File: src/design/dfs_pkg.sv
// Shared constants for the depth-first path finder: field widths and operation codes.
`timescale 1ns / 1ps

package dfs_pkg;

  // Fixed field widths of the item and result ports
  localparam int VTX_W  = 5;   // vertex number on the item and result ports
  localparam int OP_W   = 2;   // operation code
  localparam int CNT_W  = 6;   // vertex_count register
  localparam int NEXT_W = 6;   // resume index kept with each stack entry
  localparam int FIELD_LIMIT = 32;  // vertices a 5-bit field can name

  // Operation codes; the fourth code is unused and dropped
  localparam logic [OP_W-1:0] OP_ADD   = 2'd0;
  localparam logic [OP_W-1:0] OP_FIND  = 2'd1;
  localparam logic [OP_W-1:0] OP_CLEAR = 2'd2;

endpackage

File: src/design/dfs_path_finder.sv
// Depth-first path finder over an undirected adjacency matrix kept in RAM.
// An add item holds busy through S_ADD_WA, S_ADD_RB and S_ADD_WB; a clear item
// does not raise busy. A query does a row read (S_LOAD) and a neighbor pick
// (S_SCAN) per stack push, with a stack read (S_POP) added per backtrack; the
// path then leaves at one vertex per cycle. The single read port of the adjacency
// RAM sets the step time. Reset clears all edges at once through per-row valid
// bits and sets vertex_count to 32.
`timescale 1ns / 1ps

module dfs_path_finder #(
  parameter int MAX_VERTICES = 32
) (
  input  logic                     clk,
  input  logic                     rst_n,
  // item channel
  input  logic                     start,
  output logic                     busy,
  input  logic [dfs_pkg::OP_W-1:0] in_operation,
  input  logic [dfs_pkg::VTX_W-1:0] in_first_vertex,
  input  logic [dfs_pkg::VTX_W-1:0] in_second_vertex,
  // result channel
  output logic                     out_valid,
  output logic [dfs_pkg::VTX_W-1:0] out_path_vertex,
  output logic                     out_found,
  output logic                     out_last,
  // configuration port
  input  logic                     psel,
  input  logic                     penable,
  input  logic                     pwrite,
  input  logic [2:0]               paddr,
  input  logic [31:0]              pwdata,
  output logic [31:0]              prdata,
  output logic                     pready
);

  // Vertices actually addressable: bounded by the parameter and the 5-bit fields
  localparam int NV = (MAX_VERTICES < dfs_pkg::FIELD_LIMIT) ? MAX_VERTICES
                                                             : dfs_pkg::FIELD_LIMIT;
  localparam int IW = $clog2(NV);          // vertex index / row / stack address
  localparam int DW = IW + 1;              // stack depth counter, holds NV
  localparam int SW = IW + dfs_pkg::NEXT_W; // stack entry: vertex, resume index

  typedef enum logic [9:0] {
    S_IDLE     = 10'b00_0000_0001,
    S_ADD_WA   = 10'b00_0000_0010,
    S_ADD_RB   = 10'b00_0000_0100,
    S_ADD_WB   = 10'b00_0000_1000,
    S_LOAD     = 10'b00_0001_0000,
    S_SCAN     = 10'b00_0010_0000,
    S_POP      = 10'b00_0100_0000,
    S_EMIT_TOP = 10'b00_1000_0000,
    S_EMIT     = 10'b01_0000_0000,
    S_SPARE    = 10'b10_0000_0000
  } state_t;

  state_t state_r, state_nxt;

  // Configuration
  logic [dfs_pkg::CNT_W-1:0] vcount_r, vcount_nxt;
  logic [dfs_pkg::CNT_W-1:0] n_w;
  logic                      cfg_wr;

  // Adjacency matrix: rows in RAM, a valid bit per row stands in for clearing
  logic [NV-1:0] row_valid_r, row_valid_nxt;
  logic          adj_we;
  logic [IW-1:0] adj_waddr, adj_raddr;
  logic [NV-1:0] adj_wdata, adj_rdata, adj_row;
  logic [IW-1:0] row_sel;

  // Search state; the top of the stack lives in registers
  logic [IW-1:0] edge_a_r, edge_a_nxt;
  logic [IW-1:0] edge_b_r, edge_b_nxt;
  logic [IW-1:0] top_v_r, top_v_nxt;
  logic [dfs_pkg::NEXT_W-1:0] top_next_r, top_next_nxt;
  logic [DW-1:0] depth_r, depth_nxt;
  logic [DW-1:0] emit_k_r, emit_k_nxt;
  logic [NV-1:0] visited_r, visited_nxt;

  // Stack RAM
  logic          stk_we;
  logic [IW-1:0] stk_waddr, stk_raddr;
  logic [SW-1:0] stk_wdata, stk_rdata;

  // Neighbor pick
  logic [NV-1:0] cand;
  logic          hit;
  logic [IW-1:0] pick;

  // Result register
  logic                     out_valid_r, out_valid_nxt;
  logic [dfs_pkg::VTX_W-1:0] out_vtx_r, out_vtx_nxt;
  logic                     out_found_r, out_found_nxt;
  logic                     out_last_r, out_last_nxt;

  logic accept;
  logic a_ok, b_ok;

  // Effective vertex count
  assign n_w = (vcount_r > dfs_pkg::CNT_W'(NV)) ? dfs_pkg::CNT_W'(NV) : vcount_r;

  assign pready = 1'b1;
  assign cfg_wr = psel && penable && pwrite && !paddr[2];
  assign prdata = {{(32 - dfs_pkg::CNT_W){1'b0}}, vcount_r};
  assign vcount_nxt = cfg_wr ? pwdata[dfs_pkg::CNT_W-1:0] : vcount_r;

  assign busy   = (state_r != S_IDLE);
  assign accept = start && !busy;
  assign a_ok   = {1'b0, in_first_vertex} < n_w;
  assign b_ok   = {1'b0, in_second_vertex} < n_w;

  // Mask off rows never written since the last clear
  always_comb begin
    unique case (state_r)
      S_ADD_WA: row_sel = edge_a_r;
      S_ADD_WB: row_sel = edge_b_r;
      default:  row_sel = top_v_r;
    endcase
  end
  assign adj_row = row_valid_r[row_sel] ? adj_rdata : '0;

  // Unvisited neighbors at or beyond the resume index, lowest first
  always_comb begin
    for (int j = 0; j < NV; j++) begin
      cand[j] = adj_row[j] && !visited_r[j]
                && (dfs_pkg::NEXT_W'(j) >= top_next_r)
                && (dfs_pkg::CNT_W'(j) < n_w)
                && (IW'(j) != top_v_r);
    end
  end

  always_comb begin
    pick = '0;
    for (int j = NV - 1; j >= 0; j--) begin
      if (cand[j]) begin
        pick = IW'(j);
      end
    end
  end
  assign hit = |cand;

  always_comb begin
    state_nxt     = state_r;
    row_valid_nxt = row_valid_r;
    edge_a_nxt    = edge_a_r;
    edge_b_nxt    = edge_b_r;
    top_v_nxt     = top_v_r;
    top_next_nxt  = top_next_r;
    depth_nxt     = depth_r;
    emit_k_nxt    = emit_k_r;
    visited_nxt   = visited_r;
    out_valid_nxt = 1'b0;
    out_vtx_nxt   = out_vtx_r;
    out_found_nxt = out_found_r;
    out_last_nxt  = out_last_r;
    adj_we        = 1'b0;
    adj_waddr     = edge_a_r;
    adj_wdata     = '0;
    adj_raddr     = top_v_r;
    stk_we        = 1'b0;
    stk_waddr     = '0;
    stk_wdata     = '0;
    stk_raddr     = '0;

    unique case (state_r)
      S_IDLE: begin
        adj_raddr = in_first_vertex[IW-1:0];
        if (accept) begin
          unique case (in_operation)
            dfs_pkg::OP_ADD: begin
              // drop edges that name a vertex out of range
              if (a_ok && b_ok) begin
                edge_a_nxt = in_first_vertex[IW-1:0];
                edge_b_nxt = in_second_vertex[IW-1:0];
                state_nxt  = S_ADD_WA;
              end
            end
            dfs_pkg::OP_FIND: begin
              if (a_ok && b_ok) begin
                visited_nxt  = NV'(1) << in_first_vertex[IW-1:0];
                top_v_nxt    = in_first_vertex[IW-1:0];
                edge_b_nxt   = in_second_vertex[IW-1:0];
                top_next_nxt = '0;
                depth_nxt    = DW'(1);
                state_nxt    = S_LOAD;
              end else begin
                out_valid_nxt = 1'b1;
                out_vtx_nxt   = '0;
                out_found_nxt = 1'b0;
                out_last_nxt  = 1'b1;
              end
            end
            dfs_pkg::OP_CLEAR: begin
              row_valid_nxt = '0;
            end
            default: begin
            end
          endcase
        end
      end

      S_ADD_WA: begin
        adj_we    = 1'b1;
        adj_waddr = edge_a_r;
        adj_wdata = adj_row | (NV'(1) << edge_b_r);
        row_valid_nxt[edge_a_r] = 1'b1;
        state_nxt = S_ADD_RB;
      end

      S_ADD_RB: begin
        adj_raddr = edge_b_r;
        state_nxt = S_ADD_WB;
      end

      S_ADD_WB: begin
        adj_we    = 1'b1;
        adj_waddr = edge_b_r;
        adj_wdata = adj_row | (NV'(1) << edge_a_r);
        row_valid_nxt[edge_b_r] = 1'b1;
        state_nxt = S_IDLE;
      end

      S_LOAD: begin
        // target on top: the stack holds the path
        adj_raddr = top_v_r;
        state_nxt = (top_v_r == edge_b_r) ? S_EMIT_TOP : S_SCAN;
      end

      S_SCAN: begin
        if (hit) begin
          // push: save the current top with its resume index
          stk_we       = 1'b1;
          stk_waddr    = IW'(depth_r - DW'(1));
          stk_wdata    = {top_v_r, dfs_pkg::NEXT_W'(pick) + dfs_pkg::NEXT_W'(1)};
          visited_nxt  = visited_r | (NV'(1) << pick);
          top_v_nxt    = pick;
          top_next_nxt = '0;
          depth_nxt    = depth_r + DW'(1);
          state_nxt    = S_LOAD;
        end else if (depth_r == DW'(1)) begin
          out_valid_nxt = 1'b1;
          out_vtx_nxt   = '0;
          out_found_nxt = 1'b0;
          out_last_nxt  = 1'b1;
          depth_nxt     = '0;
          state_nxt     = S_IDLE;
        end else begin
          stk_raddr = IW'(depth_r - DW'(2));
          depth_nxt = depth_r - DW'(1);
          state_nxt = S_POP;
        end
      end

      S_POP: begin
        top_v_nxt    = stk_rdata[SW-1 -: IW];
        top_next_nxt = stk_rdata[dfs_pkg::NEXT_W-1:0];
        state_nxt    = S_LOAD;
      end

      S_EMIT_TOP: begin
        out_valid_nxt = 1'b1;
        out_vtx_nxt   = dfs_pkg::VTX_W'(top_v_r);
        out_found_nxt = 1'b1;
        out_last_nxt  = (depth_r == DW'(1));
        if (depth_r == DW'(1)) begin
          state_nxt = S_IDLE;
        end else begin
          stk_raddr  = IW'(depth_r - DW'(2));
          emit_k_nxt = depth_r - DW'(2);
          state_nxt  = S_EMIT;
        end
      end

      S_EMIT: begin
        // walk the stack down toward the source, one entry a cycle
        out_valid_nxt = 1'b1;
        out_vtx_nxt   = dfs_pkg::VTX_W'(stk_rdata[SW-1 -: IW]);
        out_found_nxt = 1'b1;
        out_last_nxt  = (emit_k_r == '0);
        if (emit_k_r == '0) begin
          state_nxt = S_IDLE;
        end else begin
          stk_raddr  = IW'(emit_k_r - DW'(1));
          emit_k_nxt = emit_k_r - DW'(1);
        end
      end

      default: begin
        state_nxt = S_IDLE;
      end
    endcase
  end

  always_ff @(posedge clk) begin
    if (!rst_n) begin
      state_r     <= S_IDLE;
      vcount_r    <= dfs_pkg::CNT_W'(32);
      row_valid_r <= '0;
      depth_r     <= '0;
      out_valid_r <= 1'b0;
    end else begin
      state_r     <= state_nxt;
      vcount_r    <= vcount_nxt;
      row_valid_r <= row_valid_nxt;
      depth_r     <= depth_nxt;
      out_valid_r <= out_valid_nxt;
    end
  end

  // Payload registers: no reset
  always_ff @(posedge clk) begin
    edge_a_r    <= edge_a_nxt;
    edge_b_r    <= edge_b_nxt;
    top_v_r     <= top_v_nxt;
    top_next_r  <= top_next_nxt;
    emit_k_r    <= emit_k_nxt;
    visited_r   <= visited_nxt;
    out_vtx_r   <= out_vtx_nxt;
    out_found_r <= out_found_nxt;
    out_last_r  <= out_last_nxt;
  end

  assign out_valid       = out_valid_r;
  assign out_path_vertex = out_vtx_r;
  assign out_found       = out_found_r;
  assign out_last        = out_last_r;

  dfs_ram #(
    .WIDTH (NV),
    .DEPTH (NV)
  ) u_adj_ram (
    .clk   (clk),
    .we    (adj_we),
    .waddr (adj_waddr),
    .wdata (adj_wdata),
    .raddr (adj_raddr),
    .rdata (adj_rdata)
  );

  dfs_ram #(
    .WIDTH (SW),
    .DEPTH (NV)
  ) u_stack_ram (
    .clk   (clk),
    .we    (stk_we),
    .waddr (stk_waddr),
    .wdata (stk_wdata),
    .raddr (stk_raddr),
    .rdata (stk_rdata)
  );

  // The stack never grows past the vertex count
  a_depth_bound: assert property (@(posedge clk) disable iff (!rst_n)
    depth_r <= DW'(NV))
    else $error("stack depth beyond vertex count");

  // The vertex on top of the stack is always marked visited while scanning
  a_top_visited: assert property (@(posedge clk) disable iff (!rst_n)
    (state_r == S_SCAN) |-> visited_r[top_v_r])
    else $error("scanning from an unvisited vertex");

  // A not-found result is a single, final result carrying vertex zero
  a_not_found_form: assert property (@(posedge clk) disable iff (!rst_n)
    (out_valid_r && !out_found_r) |-> (out_last_r && (out_vtx_r == '0)))
    else $error("malformed not-found result");

  // A push from S_SCAN moves to S_LOAD with the stack one entry deeper
  a_push_then_load: assert property (@(posedge clk) disable iff (!rst_n)
    (state_r == S_SCAN && hit) |=> (state_r == S_LOAD && depth_r == $past(depth_r) + DW'(1)))
    else $error("push did not advance the stack");

endmodule

File: src/design/dfs_ram.sv
// Generic single-write, single-read synchronous RAM with registered read data.
`timescale 1ns / 1ps

module dfs_ram #(
  parameter int WIDTH = 32,
  parameter int DEPTH = 32
) (
  input  logic                     clk,
  input  logic                     we,
  input  logic [$clog2(DEPTH)-1:0] waddr,
  input  logic [WIDTH-1:0]         wdata,
  input  logic [$clog2(DEPTH)-1:0] raddr,
  output logic [WIDTH-1:0]         rdata
);

  logic [WIDTH-1:0] mem_r [DEPTH];
  logic [WIDTH-1:0] rdata_r;

  always_ff @(posedge clk) begin
    if (we) begin
      mem_r[waddr] <= wdata;
    end
    rdata_r <= mem_r[raddr];
  end

  assign rdata = rdata_r;

endmodule
File: config.mk
export PLATFORM = sky130hd
export DESIGN_NAME = dfs_path_finder
export DESIGN_NICKNAME = d
export VERILOG_FILES = /design/src/design/dfs_pkg.sv /design/src/design/dfs_path_finder.sv /design/src/design/dfs_ram.sv
export SDC_FILE = /design/constraint.sdc
export NUM_CORES = 2
export LEC_CHECK = 0
export ABC_AREA = 1
export CORE_MARGIN = 2
export CORE_UTILIZATION = 30
export DETAILED_ROUTE_END_ITERATION = 10
export DONT_BUFFER_PORTS = 1
export GPL_TIMING_DRIVEN = 0
export PLACE_DENSITY = 0.45
export RECOVER_POWER = 100
export SYNTH_ARGS = -nofsm -noshare
export SYNTH_HDL_FRONTEND = slang
export SYNTH_SLANG_ARGS = --single-unit
File: constraint.sdc
create_clock -name clk -period 8.4 [get_ports clk]
set_input_delay 0.84 -clock clk [delete_from_list [all_inputs] [get_ports clk]]
set_output_delay 0.84 -clock clk [all_outputs]
set_load 0.1 [all_outputs]
# == Word-level counts from Yosys, hierarchy flattened ==
# Memories as Yosys holds them, arrays and structs flattened. A register that Yosys moved wholly into a read port is not among the register bits.
# Cells that the tools add are included.
# totals
ramBits,1376
reg_bits,121
memories,2
# op_classes
magnitude_cmp,72
n_reduce_logical,192
mux,120
n_eq_ne,59
shifts,4
add_sub_neg,5
bitwise_logic,5
# memory_table
name,words,width,rd,rd_ports_with_merged_regs,wr,line_no,rtl
u_adj_ram.mem_r,32,32,1,1,1,dfs_ram.sv:16,logic [WIDTH-1:0] mem_r [DEPTH];
u_stack_ram.mem_r,32,11,1,1,1,dfs_ram.sv:16,
# ops
operator,count
2-to-1 mux 5 bit,47
2-to-1 mux 32 bit,7
bitwise OR 32 bit,5
logical AND 1 bit,135
case mux 32 bit (2 select lines),2
<< shifter 1 x 5 -> 32 bit (first input constant),4
>= comparator 5 x 6 -> 1 bit (first input constant),16
less-than comparator 5 x 6 -> 1 bit (first input constant),16
case mux 32 bit (3 select lines),1
inequality test 5 bit (first input constant),16
case mux 10 bit (8 select lines),1
2-to-1 mux 6 bit,12
>= comparator 4 x 6 -> 1 bit (first input constant),8
less-than comparator 4 x 6 -> 1 bit (first input constant),8
2-to-1 mux 10 bit,4
inequality test 4 x 5 -> 1 bit (first input constant),8
zero test 1 bit,34
OR reduction 32 bit,1
case mux 5 bit (3 select lines),2
2-to-1 mux 1 bit,25
>= comparator 3 x 6 -> 1 bit (first input constant),4
less-than comparator 3 x 6 -> 1 bit (first input constant),4
case mux 6 bit (2 select lines),2
2-to-1 mux 11 bit,2
other kinds (55),93

# == Logic depth before layout (Yosys ltp) ==
# logic_depth
ltp_word,45
ltp_mapped,53

# == Hierarchy ==
# From an unflattened synthesis, not the netlist that was laid out.
# unflattened
cells_unflattened,6176
area_unflattened_um2,66389.9
# modules_own_cells
mod,instances,cells_each,area_per_inst_um2
dfs_ram (u_adj_ram),1,3536,42405.7
dfs_ram (u_stack_ram),1,1249,14666.6
dfs_path_finder,1,1391,9317.7

# == Worst setup path before layout ==
# No wires, ideal clock.
# synth_path
kind,flip-flop to flip-flop
start,reg vcount_r[2] (netlist name)
end,mem u_stack_ram.mem_r[0][4] (netlist name) (data pin)
synth_period_minus_slack_ps,5553
t_required_ps,8023
setup_slack_ps,2847
arrival_ps,5177
setup_time_ps,377
path_stages_with_launch,44
path_cell_list,dfxtp_1 > inv_1 > nor2_1 > inv_1 > nor2_1 > nand2_1 > nand2_1 > o21ai_0 > nor3_1 > nand4_1 > nand2_1 > nand2_1 > nand2_1 > nand2_1 > nand2_1 > nand2_1 > nand2_1 > nand2_1 > [... 8 more ...] > nand2_1 > nand2_1 > nand2_1 > nand2_1 > nand2_1 > nand2_1 > nand2_1 > nand2_1 > nand2_1 > nand2_1 > nand2_1 > nand2_1 > a21boi_1 > ha_1 > nand2_1 > nor2_1 > o21ai_0 > a21oi_1
# synth_via
elab_chain_cells,40
elab_cells_between_ends,134
cone_classes,add/sub (1); order compare (33); mux (35); reduce/logical (65)
# synth_rtl
element,line_no,rtl
"start, declared",dfs_path_finder.sv:59,"logic [dfs_pkg::CNT_W-1:0] vcount_r, vcount_nxt;"
"start signal, assigned",dfs_path_finder.sv:296,vcount_r <= dfs_pkg::CNT_W'(32);
"start signal, assigned",dfs_path_finder.sv:302,vcount_r <= vcount_nxt;
greater-than comparator 6 bit,dfs_path_finder.sv:99,assign n_w = (vcount_r > dfs_pkg::CNT_W'(NV)) ? dfs_pkg::CNT_W'(NV) : vcount_r;
2-to-1 mux 6 bit *,dfs_path_finder.sv:99,
less-than comparator 5 x 6 -> 1 bit,dfs_path_finder.sv:126,&& (dfs_pkg::CNT_W'(j) < n_w)
logical AND 1 bit,dfs_path_finder.sv:126,
logical AND 1 bit,dfs_path_finder.sv:127,&& (IW'(j) != top_v_r);
2-to-1 mux 5 bit (32 in series),dfs_path_finder.sv:134,if (cand[j]) begin
adder 5 x 1 -> 6 bit,dfs_path_finder.sv:233,"stk_wdata = {top_v_r, dfs_pkg::NEXT_W'(pick) + dfs_pkg::NEXT_W'(1)};"
2-to-1 mux 11 bit *,dfs_path_finder.sv:229,if (hit) begin
2-to-1 mux 11 bit *,dfs_path_finder.sv:164,unique case (state_r)
via stk_wdata[4],dfs_path_finder.sv:82,"logic [SW-1:0] stk_wdata, stk_rdata;"
"end, declared",dfs_ram.sv:16,
# The timed path passes the listed nets; every way through them passes the cells marked *.

# == Worst setup path in the final report ==
# layout_path
start,reg state_r[6]
end,reg u_adj_ram.rdata_r[27] (netlist: u_adj_ram.rdata[27]) (read register of u_adj_ram.mem_r)
# layout_via
elab_chain_cells,2
elab_cells_between_ends,3
cone_classes,eq/ne (2); mux (1)
# layout_rtl
element,line_no,rtl
"start, declared",dfs_path_finder.sv:56,"state_t state_r, state_nxt;"
"start signal, assigned",dfs_path_finder.sv:301,state_r <= state_nxt;
equality test 10 x 3 -> 1 bit or equality test 10 x 1 -> 1 bit (tied branches),dfs_path_finder.sv:164,
case mux 5 bit (2 select lines) *,dfs_path_finder.sv:164,
"end, declared",dfs_ram.sv:17,logic [WIDTH-1:0] rdata_r;
# Mark *: on every way between the ends. The rest lies on a longest branch, timed or not.
# A chain may end at the register's enable or synchronous reset.

==> impl_results.md <==
* Met2 wire length at 98100 um
* Met3 wire length at 11900 um
* M1 wire length at 95300 um
* H-tree levels at 4
* DIE HEIGHT at 465 um
* Register area share after synthesis at 0.708
* PD cells at 330 nW/um^2
* Final net count at 5158
* Yosys warns at 0
* CP arrival at 8500 ps
* Clock skew at 76.8 ps
* Most frequent cells in the layout: edfxtp_1, nor2_1, o21ai_0
* Initial Utilization at 0.301
* Fmax at 0.127 GHz
* Max clock buf depth at 3
* Crit. End Element: flip-flop
* Max incr delay on CP at 1390 ps
* GRT Overall Usage at 0.194
* Clk root buf: clkbuf_16
* Worst-path fanout max at 10
* WL per Instance at 26.7 um
* # IOs at 95
* Worst Path Required at 9000 ps
* Via count at 41700
* Initial antenna violation count at 7
* GRT Residual Overflow at 0
* Top sig layer: met5
* Slowest cell on crit path: a311oi_1
* Vias in the first global route at 41000
* Total wire length at 214000 um
* Area contributors post-synth: edfxtp_1, mux2i_1, nor2_1, o221ai_1, dfxtp_1
* Die ar. at 217000 sq um
* Yosys reg bits at 1539
* Area leader, netlist: edfxtp_1
* Core area at 212000 sq um
* R2R cell count at 14
* Post-CTS Setup Bufs at 0
* Die width at 465 um
* Place WS at 917 ps
* Final period utilization at 0.941
* TritonCTS clock tree: done
* Fin. max-slew vios at 1316
* First-pass DRT Iterations at 6
* Fillcell total at 20800
* # hold bufs at CTS at 0
* Top FF cell, synth: edfxtp_1
* Worst Hold End: edge_b_r[3]
* Largest net degree at the start of global routing at 33
* Hold path cells at 0
* Clock-pin slew on the worst setup and hold paths at 60 ps
* Setup TNS at 0 ps
* First-pass GRT wire length at 304000 um
* Post-synth cell types at 64
* Run status: finished with violations
* Hold wc startpoint: in_second_vertex[3]
* Synthesized area at 63900 sq um
* PostCTS Resize Cnt at 0
* Vias per cell at 5.19
* Layout area overhead at 15.2%
* FP Rows at 169
* Reg2Reg Setup Slack at 500 ps
* Hold WS at 106 ps
* Leakage Power at 22.0 nW
* Worst-Skew Late Latency at 830 ps
* Max IR drop VDD at 0.257 mV
* Failing checks: max-capacitance violations, max-slew violations
* Worst min path class: in -> reg
* Worst flop-to-flop path endpoint: u_adj_ram.rdata[27]
* Ys async rst share at 0
* GP Congestion at 0.921
* Post-Route Utilization at 0.347
* Antenna violation net count after detailed routing at 0
* Count of final setup violators at 0
* Startpoint types: flip-flop
* Commonest non-fill, non-tap cell in the layout: edfxtp_1
* Max-cap check violation count at 64
* Clock Sink Count at 1539
* Worst R2R Start: state_r[6]
* Mean Syn Cell Area at 13.3 sq um
* Cell Chain, Critical Path: nor2_2, nand2_1, nor2_1, nand2_1, inv_1, nor2_1, a221oi_1, clkinv_1, clkbuf_2, clkbuf_1, o21ai_0, o221ai_1, a311oi_1, a31oi_1
* Num CTS Buffers at 170
* Rel. slew slack at -0.925
* Synth top area share at 0.678
* Worst-Margin Slew at 2890 ps
* RSZ-0062 raised after global routing: no
* Detailed placement HPWL at 151000 um
* Final min period at 7900 ps
* DRT iter0 DRCs at 4309
* Worst setup margin at 499 ps
* Final hold violations at 0
* Number of I/O port buffers at 0
* Tot Pwr at 24.3 mW
* Mapped Cells at 4809
* Share of cells above drive strength 1 at 0.0705
* EDFF count, synth at 1442
* Crit Path Category: reg -> reg
* DRC Markers at 0
worst max-delay path: cells and delay by family, from the launching register on:
kind            cells  cell delay [ps]
simple gates        5             2100
buf+inv             4             2280
flops               1              330
compound gates      5             2920
cells by family (layout without fill, tap and decap cells):
logic type / count (synthesis) / after routing / share of synthesized area
mux: 268 / 268 / 0.0420
compound gates: 1107 / 1107 / 0.117
buf+inv: 488 / 873 / 0.0322
other cells: 2 / 29 / 0.000118
xor+xnor: 14 / 14 / 0.00192
fa+ha+maj: 22 / 22 / 0.00431
simple gates: 1369 / 1369 / 0.0935
flops: 1539 / 1539 / 0.708
worst max path at each step:
| stage | start | endpoint | slack [ps] | cells after the start |
|---|---|---|---|---|
| 2_1_floorplan | vcount_r[2] | u_stack_ram.mem_r[0][4] | 2850 | 43 |
| 3_3_place_gp | vcount_r[2] | u_stack_ram.mem_r[29][4] | -910 | 43 |
| 3_5_place_dp | state_r[6] | u_adj_ram.rdata[27] | 920 | 14 |
| 4_1_cts | state_r[6] | u_adj_ram.rdata[27] | 900 | 14 |
| 5_1_grt | state_r[7] | u_stack_ram.mem_r[0][4] | 260 | 52 |
| 6_report | state_r[6] | u_adj_ram.rdata[27] | 500 | 14 |
cell type report:
type,instances,area [sq um],area share
multi-input cells,2807,16700,0.227
clock inverters,89,1020,0.0139
diodes,2,5.00,0.0000681
clock buffers,219,4520,0.0615
well taps,2821,3530,0.0480
repair buffers,77,464,0.00631
flip-flops and latches,1539,45200,0.615
inverters,156,588,0.00800
plain buffers,332,1470,0.0200
per-layer routing:
| layer | vias to the layer above | GRT usage |
|---|---|---|
| li1 | 18800 | - |
| met1 | 21200 | 0.268 |
| met2 | 1393 | 0.311 |
| met3 | 282 | 0.0277 |
| met4 | 2 | 0.0710 |
| met5 | - | 0 |
cells in the mapped netlist (7+ instances only):
library cell,number
edfxtp_1,1442
nor2_1,699
o21ai_0,359
nand2_1,270
mux2i_1,268
clkbuf_1,240
o221ai_1,227
o211ai_1,175
nand3_1,171
inv_1,134
a21oi_1,109
dfxtp_1,97
or2_0,71
a31oi_1,45
o311ai_1,41
nor3_1,39
buf_4,36
o32ai_1,35
a311oi_1,34
and3_1,33
buf_2,27
buf_1,22
ha_1,22
o21ai_1,19
nand4_1,17
or2_1,17
inv_2,15
nand2_2,15
o21a_1,13
xor2_1,12
nor4_1,11
a22oi_1,8
a2111oi_0,7
buf_6,7
o22ai_1,7
state kept, by name (all words and copies together), names as in the netlist, 5 cells and up:
name / flops
emit_k_r: 6
vcount_r: 6
row_valid_r: 32
depth_r: 6
out_path_vertex: 5
top_next_r: 6
visited_r: 32
edge_b_r: 5
u_stack_ram.rdata: 11
u_adj_ram.mem_r: 1024
u_stack_ram.mem_r: 352
u_adj_ram.rdata: 32
edge_a_r: 5
top_v_r: 5
state_r: 9
power breakdown:
part           internal (mW)  switching [mW]  leakage [nW]
combinational           2.00            6.16          7.08
sequential              8.49           0.142          12.2
clock                   4.33            3.15          2.69
total                   14.8            9.45          22.0
per-stage QoR:
| step | instance area, sq um | instances |
|---|---|---|
| after floorplan | 64000 | 4834 |
| after global placement | 67500 | 7655 |
| after detailed placement | 69900 | 7731 |
| after CTS | 75500 | 8039 |
| after global routing | 73500 | 8041 |
| final | 73500 | 8042 |
No activity file was read; power rests on OpenSTA's default activity.
